## src/rtl/core/assert_macros.svh

```systemverilog
// Assertion macros shared by the keypad code entry RTL.
// Included by modules that carry concurrent checks; empty when SYNTHESIS is set.
`ifndef ASSERT_MACROS_SVH
`define ASSERT_MACROS_SVH
`ifndef SYNTHESIS
`define KCEF_ASSERT(lbl, clk, rst_n, prop, msg) \
    lbl: assert property (@(posedge clk) disable iff (!rst_n) prop) else $error(msg);
`define KCEF_ASSERT_ALWAYS(lbl, clk, prop, msg) \
    lbl: assert property (@(posedge clk) prop) else $error(msg);
`else
`define KCEF_ASSERT(lbl, clk, rst_n, prop, msg)
`define KCEF_ASSERT_ALWAYS(lbl, clk, prop, msg)
`endif
`endif

```

## src/rtl/core/kcef_pkg.sv

```systemverilog
// Shared constants and types for the keypad code entry block.
// No dependencies; imported by every module of the block.
package kcef_pkg;

    localparam int CODE_LENGTH = 6;
    localparam int PHASE_W     = 4;
    localparam int COUNT_W     = 3;
    localparam int KEY_W       = 8;
    localparam int TICK_W      = 16;
    localparam int CODE_W      = 48;

    localparam logic [KEY_W-1:0] KEY_NONE   = 8'h00;
    localparam logic [KEY_W-1:0] KEY_DELETE = 8'h23;
    localparam logic [KEY_W-1:0] KEY_ENTER  = 8'h2A;

    localparam logic REQ_KEY  = 1'b0;
    localparam logic REQ_TICK = 1'b1;

    localparam logic [PHASE_W-1:0] PH_IDLE       = 4'd0;
    localparam logic [PHASE_W-1:0] PH_ENTER      = PHASE_W'(CODE_LENGTH);
    localparam logic [PHASE_W-1:0] PH_COMPLETE   = PHASE_W'(CODE_LENGTH + 1);
    localparam logic [PHASE_W-1:0] PH_INCOMPLETE = PHASE_W'(CODE_LENGTH + 2);
    localparam logic [PHASE_W-1:0] PH_TIMEOUT    = PHASE_W'(CODE_LENGTH + 3);

    localparam logic [TICK_W-1:0] TICK_MAX      = 16'hFFFF;
    localparam logic [TICK_W-1:0] TIMEOUT_RESET = 16'd5000;

    typedef struct packed {
        logic [PHASE_W-1:0] phase;
        logic [COUNT_W-1:0] digits_held;
        logic [CODE_W-1:0]  entered_code;
    } result_t;

endpackage

```

## src/rtl/core/kcef_core.sv

```systemverilog
// Entry state machine: phase, digit store, tick timer and timeout register.
// Depends on kcef_pkg and assert_macros.svh.
`include "assert_macros.svh"
module kcef_core
    import kcef_pkg::*;
(
    input  logic               aclk,
    input  logic               aresetn,
    input  logic               cfg_we,
    input  logic [TICK_W-1:0]  cfg_wdata,
    input  logic               item_en,
    input  logic               req_type,
    input  logic [KEY_W-1:0]   key_code,
    output result_t            res_next
);

    logic [TICK_W-1:0]  timeout_reg;
    logic [PHASE_W-1:0] phase_reg,   phase_next;
    logic [COUNT_W-1:0] count_reg,   count_next;
    logic [TICK_W-1:0]  elapsed_reg, elapsed_next;
    logic [KEY_W-1:0]   store_reg  [CODE_LENGTH];
    logic [KEY_W-1:0]   store_next [CODE_LENGTH];

    always_comb begin
        logic [COUNT_W-1:0] dec;
        dec          = count_reg - COUNT_W'(1);
        phase_next   = phase_reg;
        count_next   = count_reg;
        elapsed_next = elapsed_reg;
        for (int i = 0; i < CODE_LENGTH; i++) begin
            store_next[i] = store_reg[i];
        end
        if (req_type == REQ_TICK) begin
            if (elapsed_reg != TICK_MAX) begin
                elapsed_next = elapsed_reg + TICK_W'(1);
            end
        end else if (key_code != KEY_NONE) begin
            if (phase_reg == PH_IDLE) begin
                if (key_code != KEY_DELETE && key_code != KEY_ENTER) begin
                    for (int i = 0; i < CODE_LENGTH; i++) begin
                        store_next[i] = (i == 0) ? key_code : '0;
                    end
                    count_next   = COUNT_W'(1);
                    elapsed_next = '0;
                    phase_next   = PHASE_W'(1);
                end
            end else if (phase_reg <= PH_ENTER) begin
                if (elapsed_reg >= timeout_reg) begin
                    phase_next = PH_TIMEOUT;
                end else if (key_code == KEY_DELETE) begin
                    if (count_reg != '0) begin
                        count_next = dec;
                        for (int i = 0; i < CODE_LENGTH; i++) begin
                            if (dec == COUNT_W'(i)) begin
                                store_next[i] = '0;
                            end
                        end
                    end
                    elapsed_next = '0;
                    phase_next   = phase_reg - PHASE_W'(1);
                end else if (key_code == KEY_ENTER) begin
                    phase_next = (phase_reg == PH_ENTER) ? PH_COMPLETE : PH_INCOMPLETE;
                end else if (phase_reg != PH_ENTER) begin
                    if (count_reg < COUNT_W'(CODE_LENGTH)) begin
                        for (int i = 0; i < CODE_LENGTH; i++) begin
                            if (count_reg == COUNT_W'(i)) begin
                                store_next[i] = key_code;
                            end
                        end
                        count_next = count_reg + COUNT_W'(1);
                    end
                    elapsed_next = '0;
                    phase_next   = phase_reg + PHASE_W'(1);
                end
            end else begin
                for (int i = 0; i < CODE_LENGTH; i++) begin
                    store_next[i] = '0;
                end
                count_next = '0;
                phase_next = PH_IDLE;
            end
        end
    end

    always_comb begin
        res_next.phase        = phase_next;
        res_next.digits_held  = count_next;
        res_next.entered_code = '0;
        for (int i = 0; i < CODE_LENGTH; i++) begin
            res_next.entered_code[i*KEY_W +: KEY_W] = store_next[i];
        end
    end

    always_ff @(posedge aclk) begin
        if (!aresetn) begin
            timeout_reg <= TIMEOUT_RESET;
            phase_reg   <= PH_IDLE;
            count_reg   <= '0;
            elapsed_reg <= '0;
            for (int i = 0; i < CODE_LENGTH; i++) begin
                store_reg[i] <= '0;
            end
        end else begin
            if (cfg_we) begin
                timeout_reg <= cfg_wdata;
            end
            if (item_en) begin
                phase_reg   <= phase_next;
                count_reg   <= count_next;
                elapsed_reg <= elapsed_next;
                for (int i = 0; i < CODE_LENGTH; i++) begin
                    store_reg[i] <= store_next[i];
                end
            end
        end
    end

    `KCEF_ASSERT(a_idle_empty, aclk, aresetn, (phase_reg == PH_IDLE) |-> (count_reg == '0), "idle phase with digits held")
    `KCEF_ASSERT(a_count_max, aclk, aresetn, count_reg <= COUNT_W'(CODE_LENGTH), "digit count above code length")
    `KCEF_ASSERT(a_tick_hold, aclk, aresetn, (item_en && req_type == REQ_TICK) |=> $stable(phase_reg), "phase moved on a tick")
    `KCEF_ASSERT(a_phase_range, aclk, aresetn, phase_reg <= PH_TIMEOUT, "phase out of range")

endmodule

```

## src/rtl/core/kcef_obuf.sv

```systemverilog
// Two-entry result buffer between the state machine and the m_ channel.
// Depends on kcef_pkg and assert_macros.svh.
`include "assert_macros.svh"
module kcef_obuf
    import kcef_pkg::*;
(
    input  logic    aclk,
    input  logic    aresetn,
    input  logic    push,
    input  result_t push_data,
    output logic    can_push,
    output logic    out_valid,
    input  logic    out_ready,
    output result_t out_data
);

    logic [1:0] count_reg, count_next;
    result_t    head_reg;
    result_t    tail_reg;
    logic       pop;

    assign pop       = out_valid && out_ready;
    assign out_valid = count_reg != 2'd0;
    assign can_push  = count_reg != 2'd2;
    assign out_data  = head_reg;

    always_comb begin
        count_next = count_reg;
        case ({push, pop})
            2'b10:   count_next = count_reg + 2'd1;
            2'b01:   count_next = count_reg - 2'd1;
            default: count_next = count_reg;
        endcase
    end

    always_ff @(posedge aclk) begin
        if (!aresetn) begin
            count_reg <= 2'd0;
        end else begin
            count_reg <= count_next;
        end
        if (pop && count_reg == 2'd2) begin
            head_reg <= tail_reg;
        end else if (push && (count_reg == 2'd0 || pop)) begin
            head_reg <= push_data;
        end
        if (push && !pop && count_reg == 2'd1) begin
            tail_reg <= push_data;
        end
    end

    `KCEF_ASSERT(a_no_overflow, aclk, aresetn, !(push && count_reg == 2'd2), "beat pushed into full buffer")
    `KCEF_ASSERT(a_no_underflow, aclk, aresetn, !(pop && count_reg == 2'd0), "beat popped from empty buffer")
    `KCEF_ASSERT(a_shift_tail, aclk, aresetn, (pop && count_reg == 2'd2) |=> (count_reg == 2'd1 && head_reg == $past(tail_reg)), "tail beat not advanced")

endmodule

```

## src/rtl/core/keypad_code_entry_fsm.sv

```systemverilog
// Keypad code entry: accepts one beat per cycle while s_ready is high and
// returns one registered result beat per input beat through a two-entry buffer.
// State is updated at the input handshake; s_ready drops only while two
// results wait, so throughput is one beat per cycle with m_ready high.
// Depends on kcef_pkg, kcef_core and kcef_obuf.
module keypad_code_entry_fsm
    import kcef_pkg::*;
(
    input  logic               aclk,
    input  logic               aresetn,
    input  logic               cfg_we,
    input  logic [TICK_W-1:0]  cfg_wdata,
    input  logic               s_valid,
    output logic               s_ready,
    input  logic               s_req_type,
    input  logic [KEY_W-1:0]   s_key_code,
    output logic               m_valid,
    input  logic               m_ready,
    output logic [PHASE_W-1:0] m_phase,
    output logic [COUNT_W-1:0] m_digits_held,
    output logic [CODE_W-1:0]  m_entered_code
);

    logic    accept;
    result_t res_next;
    result_t res_out;

    assign accept = s_valid && s_ready;

    kcef_core u_core (
        .aclk      (aclk),
        .aresetn   (aresetn),
        .cfg_we    (cfg_we),
        .cfg_wdata (cfg_wdata),
        .item_en   (accept),
        .req_type  (s_req_type),
        .key_code  (s_key_code),
        .res_next  (res_next)
    );

    kcef_obuf u_obuf (
        .aclk      (aclk),
        .aresetn   (aresetn),
        .push      (accept),
        .push_data (res_next),
        .can_push  (s_ready),
        .out_valid (m_valid),
        .out_ready (m_ready),
        .out_data  (res_out)
    );

    assign m_phase        = res_out.phase;
    assign m_digits_held  = res_out.digits_held;
    assign m_entered_code = res_out.entered_code;

endmodule
```

## config.mk

```make
export PLATFORM = sky130hd
export DESIGN_NAME = keypad_code_entry_fsm
export DESIGN_NICKNAME = d
export VERILOG_FILES = /design/src/rtl/core/kcef_pkg.sv /design/src/rtl/core/kcef_core.sv /design/src/rtl/core/kcef_obuf.sv /design/src/rtl/core/keypad_code_entry_fsm.sv
export VERILOG_INCLUDE_DIRS = /design/src /design/src/rtl/core
export SDC_FILE = /design/constraint.sdc
export NUM_CORES = 1
export LEC_CHECK = 0
export BUFFER_PORTS_ARGS = -buffer_cell sky130_fd_sc_hd__buf_2
export CAP_MARGIN = 20
export CORE_MARGIN = 2
export CORE_UTILIZATION = 38
export DETAILED_ROUTE_END_ITERATION = 10
export PLACE_DENSITY = 0.58
export SKIP_CTS_REPAIR_TIMING = 1
export SYNTH_ARGS = -nofsm -noshare
export SYNTH_HDL_FRONTEND = slang
export SYNTH_HIERARCHICAL = 1
export SYNTH_SLANG_ARGS = --single-unit
```

## constraint.sdc

```tcl
create_clock -name aclk -period 5.65 [get_ports aclk]
set_input_delay 1.13 -clock aclk [delete_from_list [all_inputs] [get_ports aclk]]
set_output_delay 1.13 -clock aclk [all_outputs]
set_load 0.01 [all_outputs]
```

Word level (Yosys, flattened, before mapping)
Memories as Yosys holds them, arrays and structs flattened.
Index checks and enable logic that the tools add are counted.
{"block": "totals", "reg_bits": 151, "ramBits": 48, "inputBits": 30, "output_inout_bits": 57, "elab_cells": 143, "memories": 1}
{"block": "op_classes", "n_addsub": 7, "n_lt_le_gt_ge": 3, "eq_ne": 26, "muxes": 67, "bitwise_logic": 6, "n_reduce_logical": 22}
{"memory": "u_core.store_reg", "words": 6, "width": 8, "read_ports": 6, "rd_ports_with_merged_regs": 0, "write_ports": 6, "line_no": "kcef_core.sv:21", "text": "logic [KEY_W-1:0] store_reg [CODE_LENGTH];"}
{"operator": "48-bit two-way mux", "n": 11}
{"operator": "16-bit two-way mux", "n": 10}
{"operator": "8-bit two-way mux", "n": 18}
{"operator": "55-bit two-way mux", "n": 2}
{"operator": "4-bit two-way mux", "n": 10}
{"operator": "3-bit two-way mux", "n": 11}
{"operator": "16-bit by 1-bit adder with 16-bit output (second input constant)", "n": 1}
{"operator": "8-bit by 6-bit equality test with 1-bit output (second input constant)", "n": 2}
{"operator": "16-bit greater-or-equal comparator", "n": 1}
{"operator": "16-bit != test (second input constant)", "n": 1}
{"operator": "8-bit by 6-bit != test with 1-bit output (second input constant)", "n": 2}
{"operator": "3-bit by 2-bit equality test with 1-bit output (second input constant)", "n": 4}
{"operator": "3-bit equality test (second input constant)", "n": 4}
{"operator": "8-bit AND reduction", "n": 1}
{"operator": "2-bit nonzero test", "n": 4}
{"operator": "8-bit nonzero test", "n": 1}
{"operator": "1-bit logical AND", "n": 7}
{"operator": "3-bit by 1-bit equality test with 1-bit output (second input constant)", "n": 2}
{"operator": "3-bit zero test", "n": 2}
{"operator": "1-bit OR", "n": 6}
{"operator": "3-bit nonzero test", "n": 2}
{"operator": "4-bit by 1-bit adder with 4-bit output (second input constant)", "n": 1}
{"operator": "2-bit by 1-bit equality test with 1-bit output (second input constant)", "n": 2}
{"operator": "2-bit equality test (second input constant)", "n": 2}
{"operator": "21 further kinds", "n": 24}

Depth between registers and ports, before layout
Gate-level depths: netlist of the first run.
{"block": "depth", "word_depth": 13, "depth_mapped": 12, "depth_no_buf": 10}

Hierarchy
Netlist of the first run, hierarchy kept.
{"module": "kcef_core", "instances": 1, "cells_each": 742, "area_each_um2": 6229.7}
{"module": "kcef_obuf", "instances": 1, "cells_each": 195, "area_each_um2": 4435.5}
{"module": "keypad_code_entry_fsm", "instances": 1, "cells_each": 1, "area_each_um2": 6.3}

Worst setup path before layout of the first run
OpenSTA, ideal clock, no wires.
{"block": "synth_timing", "path_kind": "input-to-reg", "from": "in s_valid", "to": "reg u_obuf.head_reg, in the netlist u_obuf/out_data[0], enable pin", "setup_ns": 0.486, "arrival_ns": 4.107, "required_time_ns": 5.164, "path_slack_ns": 1.057, "stages": 3, "path_buffers": 0, "cell_sequence": "and2_1 inv_1 a21oi_1"}
{"block": "synth_via", "elab_chain_len": 3}
{"item": "from (decl)", "line_no": "keypad_code_entry_fsm.sv:13", "text": "input logic s_valid,"}
{"item": "1-bit logical AND", "line_no": "keypad_code_entry_fsm.sv:28", "text": "assign accept = s_valid && s_ready;"}
{"item": "1-bit logical AND", "line_no": "kcef_obuf.sv:44", "text": "end else if (push && (count_reg == 2'd0 || pop)) begin"}
{"item": "2-bit nonzero test (no source line)"}
{"item": "to (signal assigned)", "line_no": "kcef_obuf.sv:43", "text": "head_reg <= tail_reg;"}
{"item": "to (signal assigned)", "line_no": "kcef_obuf.sv:45", "text": "head_reg <= push_data;"}
{"item": "to (decl)", "line_no": "kcef_obuf.sv:18", "text": "result_t head_reg;"}
Every way passes these cells.
A chain may end at the register's enable or synchronous reset.

==> results.toml, run 1 <==
[clocking]
tritoncts = "built"
clockBufferDepth = 2
cts_root_buf = "clkbuf_16"
cts_sinks = 199
cts_buffers = 17
clk_pin_slew_ns = 0.08
h-tree-depth = 4
clock_latency_ns = 0.44

[route]
viasPerCell = 5.61
ant_nets = 0
dr.pass1.iters = 5
route.detailed.drc = 0
drt-initial-drc-count = 552
wl_per_cell_um = 19.7
num_vias = 7799
wirelength_um = 27400

[synthesis]
seq_area_frac_synth_pct = 52.2
synth_edf_count = 158
yosys.area.top_type = "edfxtp_1"
async_reset_ff_share_pct = 0
synth_cell_type_count = 80
netlist_instances = 938
synthTopCellsByArea = "edfxtp_1 44%, dfxtp_1 7.7%, mux2_4 7.0%, a21oi_1 4.4%, ha_1 3.9%"
ys_ff_latch = 199
yosysWarnings = 6
postSynthAreaPerCell_um2 = 11.4
synth-main-ff-cell = "edfxtp_1"
yosysTopAreaCellShare_pct = 44.5
synthesis.area_um2 = 10700
syn_nets = 1001

[min_path]
worstHoldStart = "u_core/timeout_reg[3]"
hold_class = "flip-flop to flip-flop"

[worst_setup_path]
crit_fanout = 14
end_kind = "flip-flop"
critPathLaunchType = "input pin"
cpMaxStageDelayCell = "nor4_4"
cp_top_family = "simple AND/OR/NAND/NOR gates"
worstSetupEndpoint = "u_obuf/out_data[38]"
regToRegEndpoint = "u_obuf/out_data[42]"
reg2reg_depth = 10
cp.arrival_ns = 4.16
worst-setup-path-type = "input pin to flip-flop"
crit_buf_inv = 1
crit_required_ns = 5.85
crit_cells = 8
r2r-start = "u_core/phase_reg[0]"
crit_chain = "buf_2 > or4_4 > nor4_4 > nand3_1 > a21boi_0 > o21ai_0 > a21oi_1 > mux2_4"
critPathLaunch = "s_key_code[2]"
critPathMaxStageDelay_ns = 0.69
r2r_slack_ns = 1.84

[timing]
worst_pin_slew_ns = 1.09
drv_slew = 0
slew_headroom_pct = 27.3
fin_crit_sh_pct = 70.1
max_clock_freq_ghz = 0.252
clock_skew_ns = 0.0124
fin_tns_setup_ns = 0
setup-violations-final = 0
hold_violations = 0
finalCriticalPeriod_ns = 3.96
rsz0062_at_grt = "false"

[floorplanning]
die_area_um2 = 29400
pin_count = 87
die_h_um = 172
start_util_pct = 38.5
core_um2 = 27700
row_count = 61
die_w_um = 172

[place]
place_congestion = 0.901
hpwl_um = 18400
io_buffers = 86
place_inst = 1356

[global_routing]
grt-ovfl-total = 0
grt_antenna_before_repair = 2
grt_pass1_wl_um = 42800
grt_max_degree = 56
grt_pass1_vias = 7522
grt_use_total_pct = 18.9

[power]
p_leak_nw = 4.76
powerDensity_nw_per_um2 = 358
vdd_drop_max_mv = 0.198

[layout]
fill_cells = 2630
final_nets = 1060
drive_gt1_share_pct = 22.1
area_delta_synth_final_pct = 12.2
post_layout_nonfiller_instances = 1389

[job]
cap_violations = 0

[status]
status = "finished clean"
## layer usage
metal | up-vias | wire [µm] | GRT usage (%)
met5 | - | 11 | 0
met4 | 2 | 581 | 5.86
met3 | 35 | 1600 | 4.21
met2 | 233 | 12000 | 28.3
met1 | 3798 | 13200 | 27.1
li1 | 3731 | - | -
## worst min-delay path by stage
| stage | endpoint | slack (ns) | cells past startpoint |
|---|---|---|---|
| 2_1_floorplan | u_core/timeout_reg[10] | 0.46 | 2 |
| 3_3_place_gp | u_core/timeout_reg[6] | 0.48 | 2 |
| 3_5_place_dp | u_core/timeout_reg[8] | 0.48 | 2 |
| 4_1_cts | u_core/timeout_reg[3] | 0.50 | 2 |
| 5_1_grt | u_core/timeout_reg[13] | 0.52 | 2 |
| 6_report | u_core/timeout_reg[3] | 0.49 | 2 |
## cell families after synthesis
group | share of synthesized area [%]
compound gates | 17.8
fa+ha+maj | 3.87
mux | 8.59
buf+inv | 4.62
xor+xnor | 0.328
simple gates | 12.6
flops | 52.2
## placed cells by master (no fill, tap or decap), drive strengths merged, types with 18 or more instances in the layout
master / netlist / layout
dfxtp: 41 / 41
clkbuf: 43 / 18
a21oi: 94 / 94
o21ai: 55 / 55
mux2: 55 / 55
ha: 33 / 33
nor3: 23 / 23
nand2: 47 / 47
edfxtp: 158 / 158
and2: 23 / 23
inv: 34 / 40
buf: 23 / 106
nand3: 28 / 28
nor2: 56 / 56
## power breakdown
group          total, mW  leakage [nW]  switching, mW  internal (mW)
logic               1.06          2.56          0.654          0.406
registers           2.01          1.92         0.0882           1.93
clock network       1.21         0.280          0.589          0.621
total               4.28          4.76           1.33           2.95
## metrics by stage
| stage | hold slack (ns) | setup slack, ns | total power, mW | area, µm² | util, % |
|---|---|---|---|---|---|
| detailed placement | 0.485 | 1.27 | 3.12 | 11400 | 41.2 |
| CTS | 0.498 | 1.77 | 4.34 | 12000 | 43.2 |
| floorplan | 0.460 | 1.06 | 2.75 | 10700 | - |
| finish | 0.493 | 1.69 | 4.28 | 12000 | 43.2 |
| global placement | 0.477 | 1.30 | 3.10 | 11400 | 41.1 |
| global route | 0.522 | 1.49 | 4.50 | 12000 | 43.2 |
## worst min-delay path, cell delays in order, from the launching register on
cell	delay, ns
dfxtp_1	0.30
inv_1	0.07
o211ai_1	0.08
## cells in the mapped netlist (12+ instances only)
cell      number
nand3_1       27
and2_1        22
o22a_1        15
nor2_1        55
mux2_4        50
a211oi_1      15
nand2_1       47
a21oi_1       93
o21ai_0       53
ha_1          33
nand4_1       13
edfxtp_1     158
and3_1        12
inv_1         34
o31ai_1       14
a31oi_1       12
nor3_1        23
clkbuf_1      42
dfxtp_1       41
## area by class of cell
cell class                 count  area, µm²  area share, %
timing repair buffer         106        601           5.02
antenna                        1       2.50         0.0209
clock buffer                  18        429           3.58
clock inverter                14        138           1.15
tap                          378        473           3.95
multi-input combinational    639       4640           38.7
inverter                      34        128           1.07
sequential                   199       5570           46.5
Power figures use the tool's default switching activity.
==> run 2, diff against run 1 <==
==> constraint.sdc (replaced) <==
create_clock -name aclk -period 3.8 [get_ports aclk]
set_input_delay 0.76 -clock aclk [delete_from_list [all_inputs] [get_ports aclk]]
set_output_delay 0.76 -clock aclk [all_outputs]
set_load 0.01 [all_outputs]
==> results.toml, run 2 (synthesis results as in run 1) <==
[floorplanning]
die_h_um = 172
die_area_um2 = 29400
die_w_um = 172
row_count = 61
core_um2 = 27700
start_util_pct = 38.5
pin_count = 87

[layout]
mostFrequentLayoutCells = "158 x edfxtp_1, 91 x a21oi_1, 86 x buf_2"
area_delta_synth_final_pct = 14.6
stdcell_area_um2 = 12200
final_common_cell = "edfxtp_1"
final_nets = 1094
drive_gt1_share_pct = 24.7
antenna_cells = 0

[place]
io_buffers = 86
placed_area_um2 = 11700
place_congestion = 0.905
place_ws_ns = 0.348
hpwl_um = 19200

[min_path]
worstHoldStart = "u_core/timeout_reg[3]"
min_path_cells = 2
min_to = "u_core/timeout_reg[3]"
hold_class = "flip-flop to flip-flop"

[timing]
clock_skew_ns = 0.0195
fin_hold_ws_ns = 0.495
setup_ws_ns = 0.584
slew_headroom_pct = 50.2
fin_tns_setup_ns = 0
hold_violations = 0
worst_pin_slew_ns = 0.741
max_clock_freq_ghz = 0.311
drv_slew = 0
rsz0062_at_grt = "false"
setup-violations-final = 0
finalCriticalPeriod_ns = 3.22
fin_crit_sh_pct = 84.6

[worst_setup_path]
worst-setup-path-type = "flip-flop to flip-flop"
crit_fanout = 7
crit_chain = "inv_1 > ha_1 > nor2b_1 > or3_1 > nor2_2 > nand2_1 > buf_4 > nor3_1 > a21oi_1 > a21oi_1 > mux2_4"
critPathMaxStageDelay_ns = 0.48
reg2reg_depth = 11
r2r_slack_ns = 0.58
crit_required_ns = 4.11
regToRegEndpoint = "u_obuf/out_data[39]"
critPathLaunchType = "flip-flop"
crit_buf_inv = 2
crit_path_frequent_cell = "a21oi_1"
cp_top_family = "simple AND/OR/NAND/NOR gates"
cp.arrival_ns = 3.53
end_kind = "flip-flop"
cpMaxStageDelayCell = "dfxtp_1"
r2r-start = "u_core/phase_reg[0]"

[clocking]
tritoncts = "built"
clk_pin_slew_ns = 0.07
clock_latency_ns = 0.44
cts_buffers = 17
cts_root_buf = "clkbuf_16"
cts_sinks = 199
clockBufferDepth = 2
h-tree-depth = 4

[route]
wl_per_cell_um = 19.6
num_vias = 8029
route.detailed.drc = 0
dr.pass1.iters = 5
ant_nets = 0
viasPerCell = 5.65
drt-initial-drc-count = 649
wirelength_um = 27900

[job]
cap_violations = 0

[global_routing]
grt_max_degree = 56
grt_pass1_vias = 7579
grt_use_total_pct = 19.1
grt-ovfl-total = 0
grt_antenna_before_repair = 1
grt_pass1_wl_um = 43300

[status]
status = "finished clean"

[power]
vdd_drop_max_mv = 0.516
powerDensity_nw_per_um2 = 521
p_leak_nw = 4.92
==> run 2: changes by cell type in the layout (fill, tap and decap cells not counted), moves of 2 or more <==
| cell | delta |
|---|---|
| clkinvlp_4 | +2 |
| buf_4 | +33 |
| clkinv_4 | -4 |
| clkinv_8 | +2 |
| inv_6 | +3 |
| buf_12 | +2 |
==> run 2: metal layers <==
layer  part of all wire (%)  track usage, %  routed length [µm]
met1                     46            27.0               12900
met2                     46            29.9               12700
met3                    6.6            3.66                1830
met4                    1.6            5.34                 450
met5                  0.047               0                  13
==> run 2: stage by stage <==
stage / power (mW) / instances / utilization [%]
after detailed placement: 4.67 / 1390 / 42.1
after global placement: 4.66 / 1390 / 42.1
after global routing: 6.70 / 1422 / 44.1
final: 6.37 / 1422 / 44.1
after CTS: 6.45 / 1422 / 44.1
after floorplan: 4.09 / 938 / -
==> run 2: worst reg2reg max path, delay by kind of cell, from the launching register on <==
| kind | cells | cell delay (ns) |
|---|---|---|
| muxes | 1 | 0.23 |
| adders and majority gates | 1 | 0.26 |
| AOI/OAI and AO/OA | 2 | 0.55 |
| and+or+nand+nor | 5 | 1.21 |
| buffers and inverters | 2 | 0.37 |
| DFF | 1 | 0.48 |
==> run 2: how the worst max path moves through the flow <==
stage,from,to,slack (ns),cells after the start
4_1_cts,u_core/phase_reg[0],u_obuf/out_data[39],0.61,11
6_report,u_core/phase_reg[0],u_obuf/out_data[39],0.58,11
5_1_grt,u_core/timeout_reg[13],u_obuf/out_data[4],0.40,12
3_5_place_dp,s_key_code[2],u_obuf/out_data[26],0.35,9
3_3_place_gp,s_key_code[2],u_obuf/out_data[44],0.37,8
2_1_floorplan,s_key_code[7],u_obuf/out_data[43],0.50,10
==> run 2: cell type report <==
cell class	count	area, µm²
repair buffers	140	861
clock buffers	17	425
flip-flops and latches	199	5570
well taps	378	473
multi-input cells	639	4640
clock inverters	15	136
fillers	2624	15500
inverters	34	128
==> run 2: power by group <==
group          switching, mW  leakage [nW]  internal, mW
logic                  0.989          2.73         0.640
registers              0.123          1.92          2.86
clock network          0.888         0.272         0.867
